`config.mk`:
```
export PLATFORM = sky130hd
export DESIGN_NAME = servo_pwm_command_encoder_core_flat
export DESIGN_NICKNAME = d
export VERILOG_FILES = /design/src/spwm_pkg.sv /design/src/spwm_if.sv /design/src/servo_pwm_command_encoder_core.sv /design/src/spwm_limit_table.sv /design/src/flat_wrapper.sv
export SDC_FILE = /design/constraint.sdc
export NUM_CORES = 2
export LEC_CHECK = 0
export BUFFER_PORTS_ARGS = -buffer_cell sky130_fd_sc_hd__buf_4
export CORE_AREA = 5 5 341 243
export CTS_CLUSTER_SIZE = 12
export DETAILED_ROUTE_END_ITERATION = 8
export DIE_AREA = 0 0 346 248
export HOLD_SLACK_MARGIN = 0.08
export PLACE_DENSITY = 0.9
export SYNTH_ARGS = -nofsm -noshare
export SYNTH_HDL_FRONTEND = slang
export SYNTH_HIERARCHICAL = 1
export SYNTH_SLANG_ARGS = --single-unit
```
`constraint.sdc`:
```
create_clock -name clk_i -period 17.9 [get_ports clk_i]
set_input_delay 0.895 -clock clk_i [delete_from_list [all_inputs] [get_ports clk_i]]
set_output_delay 0.895 -clock clk_i [all_outputs]
set_load 0.05 [all_outputs]
```
`src/spwm_pkg.sv`:
```
// Shared types and constants of the servo/PWM command encoder.
// No dependencies; used by the modules, the checker and the testbench.
package spwm_pkg;

  localparam int CHANNELS = 16;
  localparam int CH_AW    = (CHANNELS > 1) ? $clog2(CHANNELS) : 1;
  localparam int PULSE_W  = 15;

  localparam int ANGLE_LIMIT = 554;
  localparam int ANGLE_MAX   = 180;
  localparam int FRAME_US    = 20000;
  localparam int TICKS       = 4096;
  localparam int DUTY_MAX    = 4095;
  localparam int DUTY_BITS   = 12;
  localparam int LED_BASE    = 6;
  localparam int ALL_LED_REG = 250;
  localparam int WRES_RESET  = 8;

  // ticks = pulse * 4096 / 20000 = (pulse << TICK_SHIFT) / TICK_DIV
  localparam int TICK_SHIFT = 9;
  localparam int TICK_DIV   = (FRAME_US * (1 << TICK_SHIFT)) / TICKS;

  // Reciprocal estimates; each leaves a quotient that is low by at most one.
  // The angle product of a full 15-bit span needs 23 bits of magnitude.
  localparam int ANG_RSH     = 24;
  localparam int RECIP_ANG   = (1 << ANG_RSH) / ANGLE_MAX;
  localparam int TICK_RSH    = PULSE_W + TICK_SHIFT;
  localparam int RECIP_TICK  = (1 << TICK_RSH) / TICK_DIV;

  typedef enum logic [1:0] {
    OP_ATTACH = 2'd0,
    OP_SERVO  = 2'd1,
    OP_DUTY   = 2'd2
  } op_e;

  typedef struct packed {
    logic [PULSE_W-1:0] lo;
    logic [PULSE_W-1:0] hi;
  } limit_t;

  typedef struct packed {
    logic             wr_en;
    logic             rd_en;
    logic [CH_AW-1:0] addr;
    limit_t           wdata;
  } tbl_req_t;

endpackage

```
`src/spwm_if.sv`:
```
// Handshake channels of the servo/PWM command encoder: command, result, config.
// No dependencies.
interface spwm_cmd_if;
  logic               valid;
  logic               ready;
  logic [1:0]         opcode;
  logic [3:0]         channel;
  logic               all_channels;
  logic signed [15:0] servo_value;
  logic [31:0]        duty_value;
  logic [14:0]        pulse_min;
  logic [14:0]        pulse_max;

  modport source (output valid, opcode, channel, all_channels, servo_value,
                  duty_value, pulse_min, pulse_max, input ready);
  modport sink (input valid, opcode, channel, all_channels, servo_value,
                duty_value, pulse_min, pulse_max, output ready);
endinterface

interface spwm_res_if;
  logic        valid;
  logic        ready;
  logic [7:0]  reg_address;
  logic [12:0] on_count;
  logic [12:0] off_count;

  modport source (output valid, reg_address, on_count, off_count, input ready);
  modport sink (input valid, reg_address, on_count, off_count, output ready);
endinterface

interface spwm_cfg_if;
  logic       valid;
  logic       ready;
  logic [5:0] write_resolution;

  modport source (output valid, write_resolution, input ready);
  modport sink (input valid, write_resolution, output ready);
endinterface

```
`src/servo_pwm_command_encoder_core.sv`:
```
// Servo/PWM command encoder. A servo write passes the LOOKUP, DIVA, DIVB, PULSE, TICKA,
// TICKB and ENCODE states before its result is valid, a duty write ENCODE alone; an attach
// gives none. One command at a time: a new one is taken only in IDLE, and ENCODE waits while
// the output word is unread; the servo path is the table read plus the two reciprocal divides.
// Reset (async, active low) marks every limit entry unwritten so it reads as zero,
// sets write_resolution to 8 and empties the output register; no clearing pass.
module servo_pwm_command_encoder_core (
  input  logic              clk_i,
  input  logic              rst_ni,
  spwm_cmd_if.sink          cmd_i,
  spwm_cfg_if.sink          cfg_i,
  spwm_res_if.source        res_o
);

  localparam int CH_AW   = spwm_pkg::CH_AW;
  localparam int PW      = spwm_pkg::PULSE_W;
  localparam int TA_W    = PW + spwm_pkg::TICK_SHIFT;

  // Sequencer codes
  localparam logic [2:0] ST_IDLE   = 3'd0;
  localparam logic [2:0] ST_LOOKUP = 3'd1;
  localparam logic [2:0] ST_DIVA   = 3'd2;
  localparam logic [2:0] ST_DIVB   = 3'd3;
  localparam logic [2:0] ST_PULSE  = 3'd4;
  localparam logic [2:0] ST_TICKA  = 3'd5;
  localparam logic [2:0] ST_TICKB  = 3'd6;
  localparam logic [2:0] ST_ENCODE = 3'd7;

  logic [2:0]  state_q, state_d;
  logic [5:0]  wres_q;

  logic        cmd_fire;
  logic        ch_ok;
  logic        slot_free;

  spwm_pkg::tbl_req_t tbl_req;
  spwm_pkg::limit_t   tbl_rdata;

  // Working registers of the servo path
  logic signed [15:0] sv_q;
  logic               angle_q;
  logic [PW-1:0]      lo_q, hi_q;
  logic signed [23:0] prod_q;
  logic               neg_q;
  logic [22:0]        mag_q;
  logic [PW-1:0]      qe_q;
  logic [PW-1:0]      quot_q;
  logic [PW-1:0]      pulse_q;
  logic [12:0]        tq_q;
  logic [15:0]        val_q;
  logic [7:0]         addr_q;

  // Output register
  logic               out_valid_q;
  logic [7:0]         out_addr_q;
  logic [12:0]        out_on_q, out_off_q;

  // Combinational datapath signals
  logic [31:0]        scaled;
  logic [5:0]         shift_dn, shift_up;
  logic [7:0]         ang;
  logic signed [15:0] diff;
  logic signed [24:0] prod_full;
  logic [23:0]        mag_full;
  logic [38:0]        rp_ang;
  logic [22:0]        corr_ang;
  logic [22:0]        rem_ang;
  logic signed [17:0] quot18, v18, lo18, hi18;
  logic [PW-1:0]      pulse_c;
  logic [TA_W-1:0]    tick_num;
  logic [36:0]        rp_tick;
  logic [25:0]        corr_tick;
  logic [TA_W-1:0]    rem_tick;
  logic [12:0]        ticks;
  logic [11:0]        sat12;

  // ---------------------------------------------------------------------------
  // Handshakes. Configuration is always taken; commands only while idle.
  // ---------------------------------------------------------------------------
  assign cfg_i.ready = 1'b1;
  assign cmd_i.ready = (state_q == ST_IDLE);
  assign cmd_fire    = cmd_i.valid && cmd_i.ready;
  assign ch_ok       = int'(cmd_i.channel) < spwm_pkg::CHANNELS;
  assign slot_free   = !out_valid_q || res_o.ready;

  // ---------------------------------------------------------------------------
  // Limit table: attach writes at its transfer, a servo write reads at its
  // transfer. One command is in flight at a time, so a read never meets a
  // write to the same entry and no forwarding is needed.
  // ---------------------------------------------------------------------------
  always_comb begin
    tbl_req          = '0;
    tbl_req.addr     = CH_AW'(cmd_i.channel);
    tbl_req.wdata.lo = cmd_i.pulse_min;
    tbl_req.wdata.hi = cmd_i.pulse_max;
    tbl_req.wr_en    = cmd_fire && ch_ok && (cmd_i.opcode == spwm_pkg::OP_ATTACH);
    tbl_req.rd_en    = cmd_fire && ch_ok && (cmd_i.opcode == spwm_pkg::OP_SERVO);
  end

  spwm_limit_table u_limit_table (
    .clk_i   (clk_i),
    .rst_ni  (rst_ni),
    .req_i   (tbl_req),
    .rdata_o (tbl_rdata)
  );

  // ---------------------------------------------------------------------------
  // Duty rescale from write_resolution bits to 12 bits. A wider source
  // shifts right (all gone at 32 or more), a narrower one shifts left and
  // wraps within 32 bits, equal width saturates.
  // ---------------------------------------------------------------------------
  assign shift_dn = wres_q - 6'(spwm_pkg::DUTY_BITS);
  assign shift_up = 6'(spwm_pkg::DUTY_BITS) - wres_q;

  always_comb begin
    if (wres_q == 6'(spwm_pkg::DUTY_BITS)) begin
      scaled = (cmd_i.duty_value >= 32'(spwm_pkg::TICKS)) ?
               32'(spwm_pkg::DUTY_MAX) : cmd_i.duty_value;
    end else if (wres_q > 6'(spwm_pkg::DUTY_BITS)) begin
      scaled = (shift_dn >= 6'd32) ? '0 : (cmd_i.duty_value >> shift_dn);
    end else begin
      scaled = cmd_i.duty_value << shift_up;
    end
  end

  // ---------------------------------------------------------------------------
  // Servo arithmetic, one step per sequencer state.
  // ---------------------------------------------------------------------------
  // LOOKUP: clamp the angle and scale it by the limit span
  always_comb begin
    if (sv_q < 16'sd0) begin
      ang = '0;
    end else if (sv_q > $signed(16'(spwm_pkg::ANGLE_MAX))) begin
      ang = 8'(spwm_pkg::ANGLE_MAX);
    end else begin
      ang = sv_q[7:0];
    end
  end

  assign diff      = $signed({1'b0, tbl_rdata.hi}) - $signed({1'b0, tbl_rdata.lo});
  assign prod_full = $signed({1'b0, ang}) * diff;

  // DIVA: magnitude times reciprocal of 180
  assign mag_full = prod_q[23] ? 24'(-prod_q) : 24'(prod_q);
  assign rp_ang   = 39'(mag_full[22:0]) * 39'(spwm_pkg::RECIP_ANG);

  // DIVB: fix up the estimate, which may be low by one
  assign corr_ang = 23'(qe_q) * 23'(spwm_pkg::ANGLE_MAX);
  assign rem_ang  = mag_q - corr_ang;

  // PULSE: restore the sign (truncation toward zero), add the minimum, clamp.
  // The minimum test wins, so crossed limits give the maximum at or above the minimum.
  assign quot18 = neg_q ? -$signed({3'b000, quot_q}) : $signed({3'b000, quot_q});
  assign lo18   = $signed({3'b000, lo_q});
  assign hi18   = $signed({3'b000, hi_q});
  assign v18    = angle_q ? (quot18 + lo18) : {{2{sv_q[15]}}, sv_q};

  always_comb begin
    if (v18 < lo18) begin
      pulse_c = lo_q;
    end else if (v18 > hi18) begin
      pulse_c = hi_q;
    end else begin
      pulse_c = v18[PW-1:0];
    end
  end

  // TICKA / TICKB: microseconds to frame ticks, same estimate-and-fix scheme
  assign tick_num  = {pulse_q, spwm_pkg::TICK_SHIFT'(0)};
  assign rp_tick   = 37'(tick_num) * 37'(spwm_pkg::RECIP_TICK);
  assign corr_tick = 26'(tq_q) * 26'(spwm_pkg::TICK_DIV);
  assign rem_tick  = tick_num - corr_tick[TA_W-1:0];
  assign ticks     = (rem_tick >= TA_W'(spwm_pkg::TICK_DIV)) ? (tq_q + 13'd1) : tq_q;

  // ENCODE: saturate at 4095, then pick full-on, full-off or a plain off tick
  assign sat12 = (val_q > 16'(spwm_pkg::DUTY_MAX)) ?
                 12'(spwm_pkg::DUTY_MAX) : val_q[11:0];

  // ---------------------------------------------------------------------------
  // Sequencer
  // ---------------------------------------------------------------------------
  always_comb begin
    state_d = state_q;
    case (state_q)
      ST_IDLE: begin
        if (cmd_fire) begin
          case (cmd_i.opcode)
            spwm_pkg::OP_SERVO: begin
              if (ch_ok) begin
                state_d = ST_LOOKUP;
              end
            end
            spwm_pkg::OP_DUTY: begin
              if (cmd_i.all_channels || ch_ok) begin
                state_d = ST_ENCODE;
              end
            end
            default: state_d = ST_IDLE;
          endcase
        end
      end
      ST_LOOKUP: state_d = ST_DIVA;
      ST_DIVA:   state_d = ST_DIVB;
      ST_DIVB:   state_d = ST_PULSE;
      ST_PULSE:  state_d = ST_TICKA;
      ST_TICKA:  state_d = ST_TICKB;
      ST_TICKB:  state_d = ST_ENCODE;
      ST_ENCODE: begin
        // hold until the output register can take the word
        if (slot_free) begin
          state_d = ST_IDLE;
        end
      end
      default: state_d = ST_IDLE;
    endcase
  end

  always_ff @(posedge clk_i or negedge rst_ni) begin
    if (!rst_ni) begin
      state_q     <= ST_IDLE;
      wres_q      <= 6'(spwm_pkg::WRES_RESET);
      out_valid_q <= 1'b0;
    end else begin
      state_q <= state_d;
      if (cfg_i.valid && cfg_i.ready) begin
        wres_q <= cfg_i.write_resolution;
      end
      if (state_q == ST_ENCODE && slot_free) begin
        out_valid_q <= 1'b1;
      end else if (res_o.ready) begin
        out_valid_q <= 1'b0;
      end
    end
  end

  // Datapath registers: no reset, loaded by the step that owns them
  always_ff @(posedge clk_i) begin
    case (state_q)
      ST_IDLE: begin
        sv_q    <= cmd_i.servo_value;
        angle_q <= cmd_i.servo_value < $signed(16'(spwm_pkg::ANGLE_LIMIT));
        val_q   <= scaled[15:0];
        if (cmd_i.opcode == spwm_pkg::OP_DUTY && cmd_i.all_channels) begin
          addr_q <= 8'(spwm_pkg::ALL_LED_REG);
        end else begin
          addr_q <= 8'(spwm_pkg::LED_BASE) + 8'({cmd_i.channel, 2'b00});
        end
      end
      ST_LOOKUP: begin
        lo_q   <= tbl_rdata.lo;
        hi_q   <= tbl_rdata.hi;
        prod_q <= prod_full[23:0];
      end
      ST_DIVA: begin
        neg_q <= prod_q[23];
        mag_q <= mag_full[22:0];
        qe_q  <= rp_ang[spwm_pkg::ANG_RSH +: PW];
      end
      ST_DIVB: begin
        quot_q <= (rem_ang >= 23'(spwm_pkg::ANGLE_MAX)) ? (qe_q + 1'b1) : qe_q;
      end
      ST_PULSE: begin
        pulse_q <= pulse_c;
      end
      ST_TICKA: begin
        tq_q <= rp_tick[spwm_pkg::TICK_RSH +: 13];
      end
      ST_TICKB: begin
        val_q <= 16'(ticks);
      end
      ST_ENCODE: begin
        if (slot_free) begin
          out_addr_q <= addr_q;
          if (sat12 == 12'(spwm_pkg::DUTY_MAX)) begin
            out_on_q  <= 13'(spwm_pkg::TICKS);
            out_off_q <= '0;
          end else if (sat12 == 12'd0) begin
            out_on_q  <= '0;
            out_off_q <= 13'(spwm_pkg::TICKS);
          end else begin
            out_on_q  <= '0;
            out_off_q <= {1'b0, sat12};
          end
        end
      end
      default: begin
      end
    endcase
  end

  assign res_o.valid       = out_valid_q;
  assign res_o.reg_address = out_addr_q;
  assign res_o.on_count    = out_on_q;
  assign res_o.off_count   = out_off_q;

endmodule

```
`src/spwm_limit_table.sv`:
```
// Per-channel pulse limit table: synchronous RAM with registered read data.
// Depends on spwm_pkg. Per-entry valid bits make unwritten entries read zero.
module spwm_limit_table (
  input  logic              clk_i,
  input  logic              rst_ni,
  input  spwm_pkg::tbl_req_t req_i,
  output spwm_pkg::limit_t   rdata_o
);

  spwm_pkg::limit_t                 mem [spwm_pkg::CHANNELS];
  spwm_pkg::limit_t                 rd_q;
  logic [spwm_pkg::CHANNELS-1:0]    vld_q;
  logic                             rd_vld_q;

  always_ff @(posedge clk_i) begin
    if (req_i.wr_en) begin
      mem[req_i.addr] <= req_i.wdata;
    end
    if (req_i.rd_en) begin
      rd_q <= mem[req_i.addr];
    end
  end

  always_ff @(posedge clk_i or negedge rst_ni) begin
    if (!rst_ni) begin
      vld_q    <= '0;
      rd_vld_q <= 1'b0;
    end else begin
      if (req_i.wr_en) begin
        vld_q[req_i.addr] <= 1'b1;
      end
      if (req_i.rd_en) begin
        rd_vld_q <= vld_q[req_i.addr];
      end
    end
  end

  assign rdata_o = rd_vld_q ? rd_q : '0;

endmodule

```
`src/flat_wrapper.sv`:
```
// flat-port wrapper written by rule: the top's interface ports become plain ports
module servo_pwm_command_encoder_core_flat 
  (clk_i, rst_ni, cmd_i_valid, cmd_i_opcode, cmd_i_channel, cmd_i_all_channels, cmd_i_servo_value, cmd_i_duty_value, cmd_i_pulse_min, cmd_i_pulse_max, cmd_i_ready, cfg_i_valid, cfg_i_write_resolution, cfg_i_ready, res_o_valid, res_o_reg_address, res_o_on_count, res_o_off_count, res_o_ready);
  spwm_cmd_if cmd_i_i ();
  spwm_cfg_if cfg_i_i ();
  spwm_res_if res_o_i ();
  input  logic clk_i;
  input  logic rst_ni;
  input wire logic [$bits(cmd_i_i.valid)-1:0] cmd_i_valid;
  input wire logic [$bits(cmd_i_i.opcode)-1:0] cmd_i_opcode;
  input wire logic [$bits(cmd_i_i.channel)-1:0] cmd_i_channel;
  input wire logic [$bits(cmd_i_i.all_channels)-1:0] cmd_i_all_channels;
  input wire logic [$bits(cmd_i_i.servo_value)-1:0] cmd_i_servo_value;
  input wire logic [$bits(cmd_i_i.duty_value)-1:0] cmd_i_duty_value;
  input wire logic [$bits(cmd_i_i.pulse_min)-1:0] cmd_i_pulse_min;
  input wire logic [$bits(cmd_i_i.pulse_max)-1:0] cmd_i_pulse_max;
  output wire logic [$bits(cmd_i_i.ready)-1:0] cmd_i_ready;
  input wire logic [$bits(cfg_i_i.valid)-1:0] cfg_i_valid;
  input wire logic [$bits(cfg_i_i.write_resolution)-1:0] cfg_i_write_resolution;
  output wire logic [$bits(cfg_i_i.ready)-1:0] cfg_i_ready;
  output wire logic [$bits(res_o_i.valid)-1:0] res_o_valid;
  output wire logic [$bits(res_o_i.reg_address)-1:0] res_o_reg_address;
  output wire logic [$bits(res_o_i.on_count)-1:0] res_o_on_count;
  output wire logic [$bits(res_o_i.off_count)-1:0] res_o_off_count;
  input wire logic [$bits(res_o_i.ready)-1:0] res_o_ready;
  assign cmd_i_i.valid = cmd_i_valid;
  assign cmd_i_i.opcode = cmd_i_opcode;
  assign cmd_i_i.channel = cmd_i_channel;
  assign cmd_i_i.all_channels = cmd_i_all_channels;
  assign cmd_i_i.servo_value = cmd_i_servo_value;
  assign cmd_i_i.duty_value = cmd_i_duty_value;
  assign cmd_i_i.pulse_min = cmd_i_pulse_min;
  assign cmd_i_i.pulse_max = cmd_i_pulse_max;
  assign cmd_i_ready = cmd_i_i.ready;
  assign cfg_i_i.valid = cfg_i_valid;
  assign cfg_i_i.write_resolution = cfg_i_write_resolution;
  assign cfg_i_ready = cfg_i_i.ready;
  assign res_o_valid = res_o_i.valid;
  assign res_o_reg_address = res_o_i.reg_address;
  assign res_o_on_count = res_o_i.on_count;
  assign res_o_off_count = res_o_i.off_count;
  assign res_o_i.ready = res_o_ready;
  servo_pwm_command_encoder_core u_core (.clk_i(clk_i), .rst_ni(rst_ni), .cmd_i(cmd_i_i), .cfg_i(cfg_i_i), .res_o(res_o_i));
endmodule
```
==> impl_metrics.toml <==
[run_status]
outcome = "finished clean"

[route]
drc = 0
antenna_left = 0
wire_per_inst_um = 26.7
viasPerCell = 6.58
dr.pass1.iters = 8
routed-via-count = 34938
wl_um = 142000
drt_iter0_drc = 5250

[global_routing]
grt_pass1_wl_um = 215000
grtUsageTotal = 0.334
grt_max_degree = 78
grtUsageMet1 = 0.433
grt-ovfl-total = 0
met2_usage = 0.519
use_met3 = 0.109
grt_pass1_vias = 35550
top_usage_layer = "met2"
antenna_found_initial = 13

[yosys]
synthFlopType = "edfxtp_1"
synth_edf_count = 703
synth_top_cell_by_area = "edfxtp_1"
yosys.area_share.simple = 0.0774
synth_async_sr_flop_share = 0.0370
ys_ff_latch = 730
synth_cells = 4073
synthTopCellsByArea = "edfxtp_1 41%, fa_1 13%, ha_1 12%"
synth_warnings = 6
synth_cell_types = 85
netlist.area_leader.share = 0.414
muxShareOfSynthArea = 0.0878
synth_compound_area_frac = 0.0705
synth_area_um2 = 51000
synth_xor_area_frac = 0.0331
synthAdderAreaFrac = 0.244
synth_area_per_cell_um2 = 12.5
synth_top_family_by_area = "adder cells"
yosysSeqAreaShare = 0.427

[cells_and_area]
num-fill-cells = 5030
layout-drive-gt1-share = 0.117
seq_area_um2 = 21800
nets = 5099
multi_input_area_um2 = 26400
syn_to_final_growth_pct = 8.37
finalInstanceArea_um2 = 55300

[cts]
post_cts_resized = 0
ctsHoldBuffers = 0
clockBufferDepth = 3
clk_pin_slew_ps = 70
post_cts_buffers = 0
cts_root_buf = "clkbuf_16"
htreeDepth = 3
clock_latency_ps = 670
clock_sinks = 730
numCtsBuffers = 74
cts_tree = "done"

[timing]
setup_viol = 0
rsz0062_at_grt = "no"
finalMaxSlewViolations = 0
finalCriticalPeriod_ps = 10000
tightest_slew_ps = 1450
clock.fmax_mhz = 100
max_slew_margin = 0.0305
finClkSkew_ps = 38.4
finalSetupTns_ps = 0
hold_viol = 0
finalWorstSetupSlack_ps = 7900
finalCritPeriodShare = 0.559

[place]
placed_cell_area_um2 = 53100
pre_cts_ws_ps = 9060
portBuffers = 117
gp_congestion = 0.977
hpwl_um = 95100

[die]
die_area_um2 = 85800
die_w_um = 346
row_count = 87
io_pins = 133
start_util = 0.642
coreArea_um2 = 79500
chipHeight_um = 248

[critical_path]
path_max_fanout = 31
cp-start-kind = "flip-flop"
required_ps = 18300
cp_slowest_cell = "dfrtp_1"
crit_type = "flip-flop to flip-flop"
cp_data_arrival_time_ps = 10400
slowest_delay_ps = 920
cp-end-kind = "flip-flop"

[job]
drv_cap = 0

[worst_hold_path]
hp-class = "primary input to asynchronous set/reset pin"
==> worst paths after layout <==
kind,from,endpoint,slack (ps),cells past startpoint
setup / recovery,u_core/u_limit_table/rd_vld_q,u_core/prod_q[22],7900,29
setup reg to reg,u_core/u_limit_table/rd_vld_q,u_core/prod_q[22],7900,29
max in group asynchronous,rst_ni,u_core/wres_q[3],17370,1
hold reg to reg,u_core/addr_q[5],u_core/res_o.reg_address[5],430,0
min in group clk_i,u_core/addr_q[5],u_core/res_o.reg_address[5],430,0
hold / removal,rst_ni,u_core/u_limit_table/vld_q[14],180,1
==> layout by cell type, fill, tap and decap left out, types with 74 or more instances in the layout <==
cell type / n
o21ai_0: 104
nand2_1: 173
edfxtp_1: 703
nor2_1: 240
xnor2_1: 143
clkbuf_16: 74
a21oi_1: 135
mux4_2: 168
ha_1: 479
fa_1: 323
inv_1: 650
buf_4: 154
==> kinds of logic (layout without fill, tap and decap cells) <==
logic type / Yosys count / after routing
xor+xnor: 193 / 193
buf+inv: 766 / 916
fa+ha+maj: 802 / 802
flops: 730 / 730
other cells: 2 / 24
simple gates: 804 / 804
mux: 233 / 233
compound gates: 543 / 543
==> flip-flops by register name (all words and copies together), names as in the netlist, 3 cells and up <==
register,cells
u_core/qe_q,15
u_core/wres_q,6
u_core/lo_q,15
u_core/addr_q,6
u_core/prod_q,24
u_core/res_o.reg_address,6
u_core/mag_q,21
u_core/val_q,16
u_core/u_limit_table/rd_q,30
u_core/quot_q,15
u_core/u_limit_table/vld_q,16
u_core/hi_q,15
u_core/u_limit_table/mem,480
u_core/pulse_q,15
u_core/tq_q,13
u_core/res_o.off_count,13
u_core/state_q,3
u_core/sv_q,16
==> metal layers <==
metal	wire length [um]	share of wire
met5	146	0.0010
met4	8210	0.058
met3	18500	0.13
met2	63500	0.45
met1	51400	0.36
==> worst max-delay path: cells and delay by family, from the launching register on <==
kind	cells	cell delay (ps)
flops	1	920
buf+inv	4	490
fa+ha+maj	6	2350
compound gates	13	4660
xor+xnor	1	130
simple gates	5	1170
==> through the flow <==
stage / hold WS, ps / util / instances
floorplan: 400 / - / 4086
global placement: 404 / 0.668 / 5193
detailed placement: 405 / 0.668 / 5193
CTS: 178 / 0.695 / 5304
global route: 191 / 0.695 / 5306
finish: 178 / 0.696 / 5313
==> cell usage after synthesis, types with 12 or more instances <==
| library cell | number |
|---|---|
| nand4_1 | 23 |
| or2_2 | 28 |
| dfrtp_1 | 26 |
| o21ai_0 | 104 |
| nor3_1 | 37 |
| o211ai_1 | 23 |
| a221o_1 | 18 |
| and3_1 | 22 |
| nor2_1 | 252 |
| a211oi_1 | 26 |
| ha_1 | 479 |
| o31ai_1 | 20 |
| xnor2_1 | 143 |
| nand2b_1 | 54 |
| nor2b_1 | 51 |
| mux4_2 | 168 |
| a31oi_1 | 19 |
| o22ai_1 | 14 |
| o21bai_1 | 12 |
| nand2_1 | 173 |
| a21o_1 | 36 |
| clkbuf_1 | 68 |
| mux2i_1 | 44 |
| edfxtp_1 | 703 |
| and2_1 | 42 |
| mux2_2 | 20 |
| a21oi_1 | 135 |
| o21a_1 | 24 |
| buf_2 | 16 |
| fa_1 | 323 |
| nor4_1 | 17 |
| xor2_1 | 50 |
| inv_1 | 650 |
| buf_4 | 16 |
| nand3_1 | 54 |
==> final cells by class <==
cell class / count / share of cell area
Clock buffer: 90 / 0.0346
Timing Repair Buffer: 155 / 0.0212
Tap cell: 1068 / 0.0242
Sequential cell: 730 / 0.394
Clock inverter: 21 / 0.00453
Antenna cell: 9 / 0.000407
Inverter: 650 / 0.0441
Multi-Input combinational cell: 2590 / 0.477
Power is left out: the tool's default activity adds up to more than one toggle a clock period on the data nets, which glitch-free logic cannot reach.
